==> config.mk <==
export PLATFORM = sky130hd
export DESIGN_NAME = framebuffer_alpha_blend_pixel
export DESIGN_NICKNAME = d
export VERILOG_FILES = /design/src/design/fbab_pkg.sv /design/src/design/fbab_mix.sv /design/src/design/framebuffer_alpha_blend_pixel.sv
export SDC_FILE = /design/constraint.sdc
export NUM_CORES = 2
export LEC_CHECK = 0
export ABC_CLOCK_PERIOD_IN_PS = 9250
export BUFFER_PORTS_ARGS = -buffer_cell sky130_fd_sc_hd__buf_2
export CAP_MARGIN = 20
export CORE_ASPECT_RATIO = 0.9
export CORE_MARGIN = 2
export CORE_UTILIZATION = 30
export CTS_CLUSTER_DIAMETER = 30
export CTS_CLUSTER_SIZE = 25
export DETAILED_ROUTE_END_ITERATION = 8
export PLACE_DENSITY_LB_ADDON = 0.05
export SYNTH_ARGS = -nofsm -noshare
export SYNTH_HDL_FRONTEND = slang
export SYNTH_SLANG_ARGS = --single-unit
==> constraint.sdc <==
create_clock -name i_clk -period 9.25 [get_ports i_clk]
set_input_delay 0.4625 -clock i_clk [delete_from_list [all_inputs] [get_ports i_clk]]
set_output_delay 0.4625 -clock i_clk [all_outputs]
set_load 0.01 [all_outputs]
==> src/design/fbab_pkg.sv <==
`default_nettype none

package fbab_pkg;

    // pixel formats as held in the pixel_format register
    typedef enum logic [1:0] {
        FMT_RGB555   = 2'd0,
        FMT_RGB565   = 2'd1,
        FMT_RGB888   = 2'd2,
        FMT_XRGB8888 = 2'd3
    } t_pix_fmt;

    // configuration register indexes
    localparam int unsigned CFG_IDX_W = 2;
    localparam logic [CFG_IDX_W-1:0] REG_FRAME_BASE   = 2'd0;
    localparam logic [CFG_IDX_W-1:0] REG_LINE_PITCH   = 2'd1;
    localparam logic [CFG_IDX_W-1:0] REG_PIXEL_FORMAT = 2'd2;

    // colour channel selectors
    localparam logic [1:0] CH_RED   = 2'd0;
    localparam logic [1:0] CH_GREEN = 2'd1;
    localparam logic [1:0] CH_BLUE  = 2'd2;
    localparam int unsigned NUM_CH  = 3;

    // default address width
    localparam int unsigned DEF_ADDR_BITS = 32;

    // channel masks of the formats
    localparam logic [31:0] MASK_R555 = 32'h1f << 10;
    localparam logic [31:0] MASK_G555 = 32'h1f << 5;
    localparam logic [31:0] MASK_R565 = 32'h1f << 11;
    localparam logic [31:0] MASK_G565 = 32'h3f << 5;
    localparam logic [31:0] MASK_B5   = 32'h1f;
    localparam logic [31:0] MASK_R888 = 32'hff << 16;
    localparam logic [31:0] MASK_G888 = 32'hff << 8;
    localparam logic [31:0] MASK_B888 = 32'hff;

    // stage advance enables shared by the datapath slices
    typedef struct packed {
        logic en2;
        logic en3;
    } t_pipe_en;

    function automatic logic [31:0] fmt_mask(input t_pix_fmt fmt, input logic [1:0] ch);
        logic [31:0] m;
        m = MASK_B888;
        case (fmt)
            FMT_RGB555: m = (ch == CH_RED) ? MASK_R555 : (ch == CH_GREEN) ? MASK_G555 : MASK_B5;
            FMT_RGB565: m = (ch == CH_RED) ? MASK_R565 : (ch == CH_GREEN) ? MASK_G565 : MASK_B5;
            default:    m = (ch == CH_RED) ? MASK_R888 : (ch == CH_GREEN) ? MASK_G888 : MASK_B888;
        endcase
        return m;
    endfunction

    function automatic logic [4:0] fmt_shift(input t_pix_fmt fmt, input logic [1:0] ch);
        logic [4:0] s;
        s = 5'd0;
        case (fmt)
            FMT_RGB555: s = (ch == CH_RED) ? 5'd10 : (ch == CH_GREEN) ? 5'd5 : 5'd0;
            FMT_RGB565: s = (ch == CH_RED) ? 5'd11 : (ch == CH_GREEN) ? 5'd5 : 5'd0;
            default:    s = (ch == CH_RED) ? 5'd16 : (ch == CH_GREEN) ? 5'd8 : 5'd0;
        endcase
        return s;
    endfunction

    // bytes per pixel, 15 bpp rounded up to 2
    function automatic logic [2:0] fmt_bytes(input t_pix_fmt fmt);
        logic [2:0] b;
        b = 3'd4;
        case (fmt)
            FMT_RGB555:   b = 3'd2;
            FMT_RGB565:   b = 3'd2;
            FMT_RGB888:   b = 3'd3;
            FMT_XRGB8888: b = 3'd4;
            default:      b = 3'd4;
        endcase
        return b;
    endfunction

    function automatic logic [7:0] unpack_chan(input t_pix_fmt fmt, input logic [1:0] ch,
                                               input logic [31:0] word);
        return 8'((word & fmt_mask(fmt, ch)) >> fmt_shift(fmt, ch));
    endfunction

    function automatic logic [31:0] pack_chan(input t_pix_fmt fmt, input logic [1:0] ch,
                                              input logic [7:0] v);
        return (32'(v) << fmt_shift(fmt, ch)) & fmt_mask(fmt, ch);
    endfunction

endpackage

`default_nettype wire

==> src/design/fbab_mix.sv <==
`default_nettype none

// one colour channel of the blend, stages two and three
module fbab_mix
    import fbab_pkg::*;
(
    input  wire logic     i_clk,
    input  wire t_pipe_en i_en,
    input  wire logic [7:0] i_alpha,
    input  wire logic [7:0] i_top,
    input  wire logic [7:0] i_back,
    output logic [7:0]      o_mix
);

    logic [8:0]  w_fa;
    logic [8:0]  w_fb;
    logic [16:0] r_pt;
    logic [16:0] r_pb;
    logic [17:0] w_sum;
    logic [7:0]  r_mix;

    // weights a+1 and 256-a; alpha zero gives back unchanged through the same formula
    assign w_fa = {1'b0, i_alpha} + 9'd1;
    assign w_fb = 9'd256 - {1'b0, i_alpha};

    // stage two: weighted products
    always_ff @(posedge i_clk) begin
        if (i_en.en2) begin
            r_pt <= {8'd0, w_fa} * {9'd0, i_top};
            r_pb <= {8'd0, w_fb} * {9'd0, i_back};
        end
    end

    // stage three: sum, divide by 256, keep 8 bits
    assign w_sum = {1'b0, r_pt} + {1'b0, r_pb};

    always_ff @(posedge i_clk) begin
        if (i_en.en3) begin
            r_mix <= w_sum[15:8];
        end
    end

    assign o_mix = r_mix;

endmodule

`default_nettype wire

==> src/design/framebuffer_alpha_blend_pixel.sv <==
// Alpha blending pixel writer for a linear framebuffer.
// Slave stream (i_s_*) carries one pixel per transfer: position, the word
// already read from the framebuffer at that spot and the RGBA top colour.
// Master stream (o_m_*) returns the byte address to write and the blended
// word packed in the configured format; bits outside the colour masks are 0.
// The configuration channel (i_cfg_*) writes frame_base, line_pitch and
// pixel_format; it is always ready and should be used only while idle.
// A result passes through the unpack, multiply and add registers in that order
// before it is valid on o_m_tvalid. Throughput: one pixel per cycle while the
// receiver does not stall, set by the three register stages (unpack, multiply,
// add) each holding one item.
// Each stage advances when it is empty or the stage after it advances, so
// a stall of the receiver holds the results in place and bubbles collapse;
// o_s_tready drops only when all three stages are full and stalled.
// Synchronous reset empties the pipeline and sets frame_base 0,
// line_pitch 0 and pixel_format XRGB8888.
`default_nettype none

module framebuffer_alpha_blend_pixel
    import fbab_pkg::*;
#(
    parameter int unsigned ADDR_BITS = DEF_ADDR_BITS
) (
    input  wire logic        i_clk,
    input  wire logic        i_rst_n,
    // pixel input stream
    input  wire logic        i_s_tvalid,
    output logic             o_s_tready,
    // [11:0] pos_x, [23:12] pos_y, [55:24] dest_word, [63:56] top_red,
    // [71:64] top_green, [79:72] top_blue, [87:80] top_alpha
    input  wire logic [87:0] i_s_tdata,
    // write output stream
    output logic             o_m_tvalid,
    input  wire logic        i_m_tready,
    // [31:0] pixel_address, [63:32] pixel_word
    output logic [63:0]      o_m_tdata,
    // configuration write channel
    input  wire logic                 i_cfg_valid,
    output logic                      o_cfg_ready,
    input  wire logic [CFG_IDX_W-1:0] i_cfg_index,
    input  wire logic [31:0]          i_cfg_data
);

    // configuration registers
    logic [31:0] r_base;
    logic [15:0] r_pitch;
    t_pix_fmt    r_fmt;

    // stage valids and enables
    logic     r_v1, r_v2, r_v3;
    logic     w_en1;
    t_pipe_en w_en;

    // stage one
    logic [11:0] r_x1;
    logic [11:0] r_y1;
    t_pix_fmt    r_fmt1;
    logic [7:0]  r_a1;
    logic [7:0]  r_top1  [NUM_CH];
    logic [7:0]  r_back1 [NUM_CH];

    // stage two
    logic [27:0] r_yp2;
    logic [13:0] r_xb2;
    t_pix_fmt    r_fmt2;

    // stage three
    logic [ADDR_BITS-1:0] r_addr3;
    t_pix_fmt             r_fmt3;
    logic [7:0]           w_mix3 [NUM_CH];
    logic [31:0]          w_word;

    logic [31:0] w_dest;

    assign o_cfg_ready = 1'b1;

    // configuration writes, unknown index ignored
    always_ff @(posedge i_clk) begin
        if (!i_rst_n) begin
            r_base  <= 32'd0;
            r_pitch <= 16'd0;
            r_fmt   <= FMT_XRGB8888;
        end else if (i_cfg_valid && o_cfg_ready) begin
            unique case (i_cfg_index)
                REG_FRAME_BASE:   r_base  <= i_cfg_data;
                REG_LINE_PITCH:   r_pitch <= i_cfg_data[15:0];
                REG_PIXEL_FORMAT: r_fmt   <= t_pix_fmt'(i_cfg_data[1:0]);
                default: ;
            endcase
        end
    end

    // stage advance chain from the output backwards
    assign w_en.en3   = !r_v3 || i_m_tready;
    assign w_en.en2   = !r_v2 || w_en.en3;
    assign w_en1      = !r_v1 || w_en.en2;
    assign o_s_tready = w_en1;

    always_ff @(posedge i_clk) begin
        if (!i_rst_n) begin
            r_v1 <= 1'b0;
            r_v2 <= 1'b0;
            r_v3 <= 1'b0;
        end else begin
            if (w_en1)    r_v1 <= i_s_tvalid;
            if (w_en.en2) r_v2 <= r_v1;
            if (w_en.en3) r_v3 <= r_v2;
        end
    end

    assign w_dest = i_s_tdata[55:24];

    // stage one: capture and unpack the destination channels
    always_ff @(posedge i_clk) begin
        if (w_en1) begin
            r_x1   <= i_s_tdata[11:0];
            r_y1   <= i_s_tdata[23:12];
            r_fmt1 <= r_fmt;
            r_a1   <= i_s_tdata[87:80];
        end
    end

    for (genvar c = 0; c < NUM_CH; c++) begin : g_ch
        always_ff @(posedge i_clk) begin
            if (w_en1) begin
                r_top1[c]  <= i_s_tdata[56+8*c +: 8];
                r_back1[c] <= unpack_chan(r_fmt, 2'(c), w_dest);
            end
        end

        fbab_mix u_mix (
            .i_clk   (i_clk),
            .i_en    (w_en),
            .i_alpha (r_a1),
            .i_top   (r_top1[c]),
            .i_back  (r_back1[c]),
            .o_mix   (w_mix3[c])
        );
    end

    // stage two: address products
    always_ff @(posedge i_clk) begin
        if (w_en.en2) begin
            r_yp2  <= {16'd0, r_y1} * {12'd0, r_pitch};
            r_xb2  <= {2'd0, r_x1} * {11'd0, fmt_bytes(r_fmt1)};
            r_fmt2 <= r_fmt1;
        end
    end

    // stage three: address sum wrapping at the address width
    always_ff @(posedge i_clk) begin
        if (w_en.en3) begin
            r_addr3 <= ADDR_BITS'(r_base) + ADDR_BITS'(r_yp2) + ADDR_BITS'(r_xb2);
            r_fmt3  <= r_fmt2;
        end
    end

    // repack into the pixel format
    assign w_word = pack_chan(r_fmt3, CH_RED,   w_mix3[0])
                  | pack_chan(r_fmt3, CH_GREEN, w_mix3[1])
                  | pack_chan(r_fmt3, CH_BLUE,  w_mix3[2]);

    assign o_m_tvalid = r_v3;
    assign o_m_tdata  = {w_word, 32'(r_addr3)};

    // an empty output stage always lets a new pixel in
    a_ready_when_empty: assert property (@(posedge i_clk) disable iff (!i_rst_n)
        !r_v3 |-> o_s_tready)
        else $error("input stalled with empty output stage");

    // a blocked stage one item stays in place
    a_hold_s1: assert property (@(posedge i_clk) disable iff (!i_rst_n)
        r_v1 && !w_en.en2 |=> r_v1 && $stable(r_x1) && $stable(r_y1))
        else $error("stage one item lost during stall");

    // a blocked stage two item stays in place
    a_hold_s2: assert property (@(posedge i_clk) disable iff (!i_rst_n)
        r_v2 && !w_en.en3 |=> r_v2 && $stable(r_yp2) && $stable(r_xb2))
        else $error("stage two item lost during stall");

    // no format uses the top byte of the word
    a_top_byte_zero: assert property (@(posedge i_clk) disable iff (!i_rst_n)
        r_v3 |-> (w_word[31:24] == 8'd0))
        else $error("pixel word has bits beyond the colour masks");

endmodule

`default_nettype wire
==> results_dict.tcl <==
set metrics [dict create \
    drt_pass1_iterations 5 \
    rsz0062_at_grt "no" \
    ys_ff_latch 333 \
    grt_use_total_pct 16.4 \
    syn_area_per_cell_um2 9.97 \
    remaining_drc_errors 0 \
    vias 24028 \
    dp_cells 5055 \
    yosysTopAreaCell "edfxtp_1" \
    rows 118 \
    p_per_area_nw_per_um2 248 \
    yosys_warnings 0 \
    comb_power_share_pct 38.4 \
    max_slew_margin_pct 32.1 \
    grt_max_degree 54 \
    end_kind "flop" \
    htreeDepth 3 \
    path_clk_slew_ns 0.05 \
    die_h_um 326 \
    setup_tns_ns 0 \
    p_leak_nw 19.9 \
    n_fill_cell 11681 \
    clkSinkCount 333 \
    cp_slowest_cell "edfxtp_1" \
    synthCells 3474 \
    p_sw_mw 3.56 \
    wl_um 93300 \
    syn_to_final_growth_pct 20.5 \
    root_buffer "clkbuf_16" \
    hold_ws_ns 0.0502 \
    peakVddDrop_mv 0.141 \
    drtAntennaViolNets 0 \
    core_um2 115000 \
    status "finished clean" \
    cp.required_ns 9.66 \
    fin_crit_ns 6.53 \
    synth.distinct_cells 67 \
    grt_pass1_vias 26053 \
    worstHoldPathType "input port to flop" \
    fin_worst_skew_ns 0.0474 \
    cts_setup_buffers 0 \
    wl_per_cell_um 17.6 \
    seqPwrFrac_pct 24.2 \
    io_buffer_count 176 \
    cts_buffers 102 \
    path_cells "nand2_1 -> fa_1 -> inv_1 -> fa_1 -> fa_1 -> fa_1 -> inv_1 -> fa_1 -> inv_1 -> ha_1 -> a211oi_1 -> nand2_1 -> o21ai_0 -> o221ai_1 -> o41ai_1 -> nor3_1 -> o22ai_1 -> xnor2_1" \
    synth_area_leaders "edfxtp_1 (24%), fa_1 (24%), ha_1 (14%)" \
    p_int_mw 6.81 \
    cpPeakStageDelay_ns 0.89 \
    dieArea_um2 118000 \
    maxSlewViolCount 0 \
    drive_above_1_share_pct 11.0 \
    final_nets 4637 \
    gp_congestion 0.752 \
    clk_latency_ns 0.68 \
    synth_common_cells "inv_1 (537), nand2_1 (520), fa_1 (412), ha_1 (375), and2_1 (317)" \
    cp_max_fo 16 \
    critPathMostFrequentCell "fa_1" \
    vias_per_cell 4.52 \
    cp.arrival_ns 6.94 \
    setup_viol 0 \
    netlist.area_leader.share_pct 24.3 \
    async_flop_share_pct 0 \
    cts_tree "built" \
    dieWidth_um 362 \
    synthFlopType "edfxtp_1" \
    regArea_um2 9470 \
    p_sw_share_pct 34.3 \
    io_pins 194 \
    place.detailed.hpwl_um 71400 \
    timing.final.crit_share_pct 70.6 \
    synth_area_um2 34600 \
    hold_viol_final 0 \
    ys_seq_area_share_pct 27.3 \
    tightest_slew_ns 1.02 \
    synth-edff-count 280 \
    max-cap-violations 0 \
    final-instance-count-excl-fill 5313 \
    fmax_mhz 153 \
    multiInputGateArea_um2 22800 \
    grt_overflow 0 \
    yosysMostFrequentCell "inv_1" \
    critPathKind "flop to flop" \
    grt_first_pass_wirelength_um 150000 \
    pwr-share-clk_pct 37.4 \
    drt_iter0_drc 1086 \
    initial_core_util_pct 30.2 \
    antenna_found_initial 5 \
    cts_max_path_buffers 3 \
    critPathLaunchType "flop" \
]
## kinds of logic (layout without fill, tap and decap cells)
kind of cell,after synthesis,count (layout),share of synthesized area [%]
AND/OR/NAND/NOR,1138,1138,15.8
adder cells (fa/ha/maj),787,787,37.4
buffers and inverters,667,997,7.39
AO/OA/AOI/OAI,357,357,7.15
flip-flops,333,333,27.3
XOR/XNOR,168,168,4.25
multiplexers,22,22,0.672
other,2,11,0.0217
## layout make-up
type                    count  share of cell area, %
multi-input cells        2481                   54.6
flip-flops and latches    333                   22.7
clock buffers             122                   6.44
inverters                 537                   4.83
well taps                1500                   4.49
repair buffers            268                   4.15
clock inverters            70                   2.79
diodes                      2                 0.0120
## registers in the layout, indices dropped and copies added, names as in the netlist, 8 cells and up
name	flops
r_a1	8
r_y1	12
r_back1	24
g_ch.u_mix.r_pb	48
r_top1	24
r_addr3	32
g_ch.u_mix.r_pt	48
r_base	32
r_pitch	16
r_x1	12
r_xb2	14
g_ch.u_mix.o_mix	24
r_yp2	28
## cells in the final DEF (no fill, tap or decap), drive strengths merged, types with 37 or more instances in the layout
master	instances
nor2b	48
a21boi	64
dfxtp	53
a21oi	74
clkbuf	122
buf	205
inv	536
xnor2	133
edfxtp	280
o21ai	61
clkinv	40
a21o	40
and2	317
nor3	40
nand3	37
nor2	102
fa	412
ha	375
dlygate4sd3	63
nand2	520
## per-stage QoR
stage	utilization, %	instance area [um^2]	setup WS, ns	power, mW
floorplan	-	34700	3.78	5.38
global placement	32.4	37300	2.64	6.59
detailed placement	32.4	37300	2.66	6.56
CTS	36.3	41700	2.65	10.6
global route	36.3	41800	2.28	11.2
finish	36.4	41800	2.72	10.4
## repair_timing
action                                  CTS  global route
endpoints found under the setup margin    0             0
endpoints found under the hold margin    62             1
hold buffers                             62             1
resized for setup                         0             0
## power by group through the flow
stage | Sequential (mW) | Combinational (mW) | Clock [mW]
floorplan | 2.37 | 3.01 | 0
global placement | 2.55 | 4.04 | 0
detailed placement | 2.54 | 4.02 | 0
CTS | 2.52 | 4.09 | 3.96
global route | 2.55 | 4.63 | 4.05
finish | 2.50 | 3.98 | 3.88
## critical path: cells and delay by family, from the launching register on
family / cells / cell delay (ns)
and+or+nand+nor: 3 / 0.38
buffers and inverters: 3 / 0.15
adders and majority gates: 6 / 2.82
AOI/OAI and AO/OA: 5 / 1.95
xor gates and xnor gates: 1 / 0.10
DFF: 1 / 0.89
## final timing paths
| path | start | end | slack [ns] | cells past startpoint |
|---|---|---|---|---|
| hold / removal | i_cfg_data[1] | r_fmt[1]$_SDFFE_PN1P_ | 0.05 | 3 |
| hold reg to reg | r_fmt2[1]$_DFFE_PP_ | r_fmt3[1]$_DFFE_PP_ | 0.47 | 0 |
| setup / recovery | r_y1[6]$_DFFE_PP_ | r_yp2[27]$_DFFE_PP_ | 2.72 | 18 |
| setup reg to reg | r_y1[6]$_DFFE_PP_ | r_yp2[27]$_DFFE_PP_ | 2.72 | 18 |
## metal layers
| layer | vias up | part of all wire (%) | GRT usage, % |
|---|---|---|---|
| met2 | 314 | 45 | 26.2 |
| li1 | 11677 | - | - |
| met5 | - | 0 | 0 |
| met4 | 0 | 1.9 | 3.72 |
| met1 | 11924 | 50 | 23.4 |
| met3 | 113 | 3.2 | 2.48 |
(Power assumes the default switching activity.)
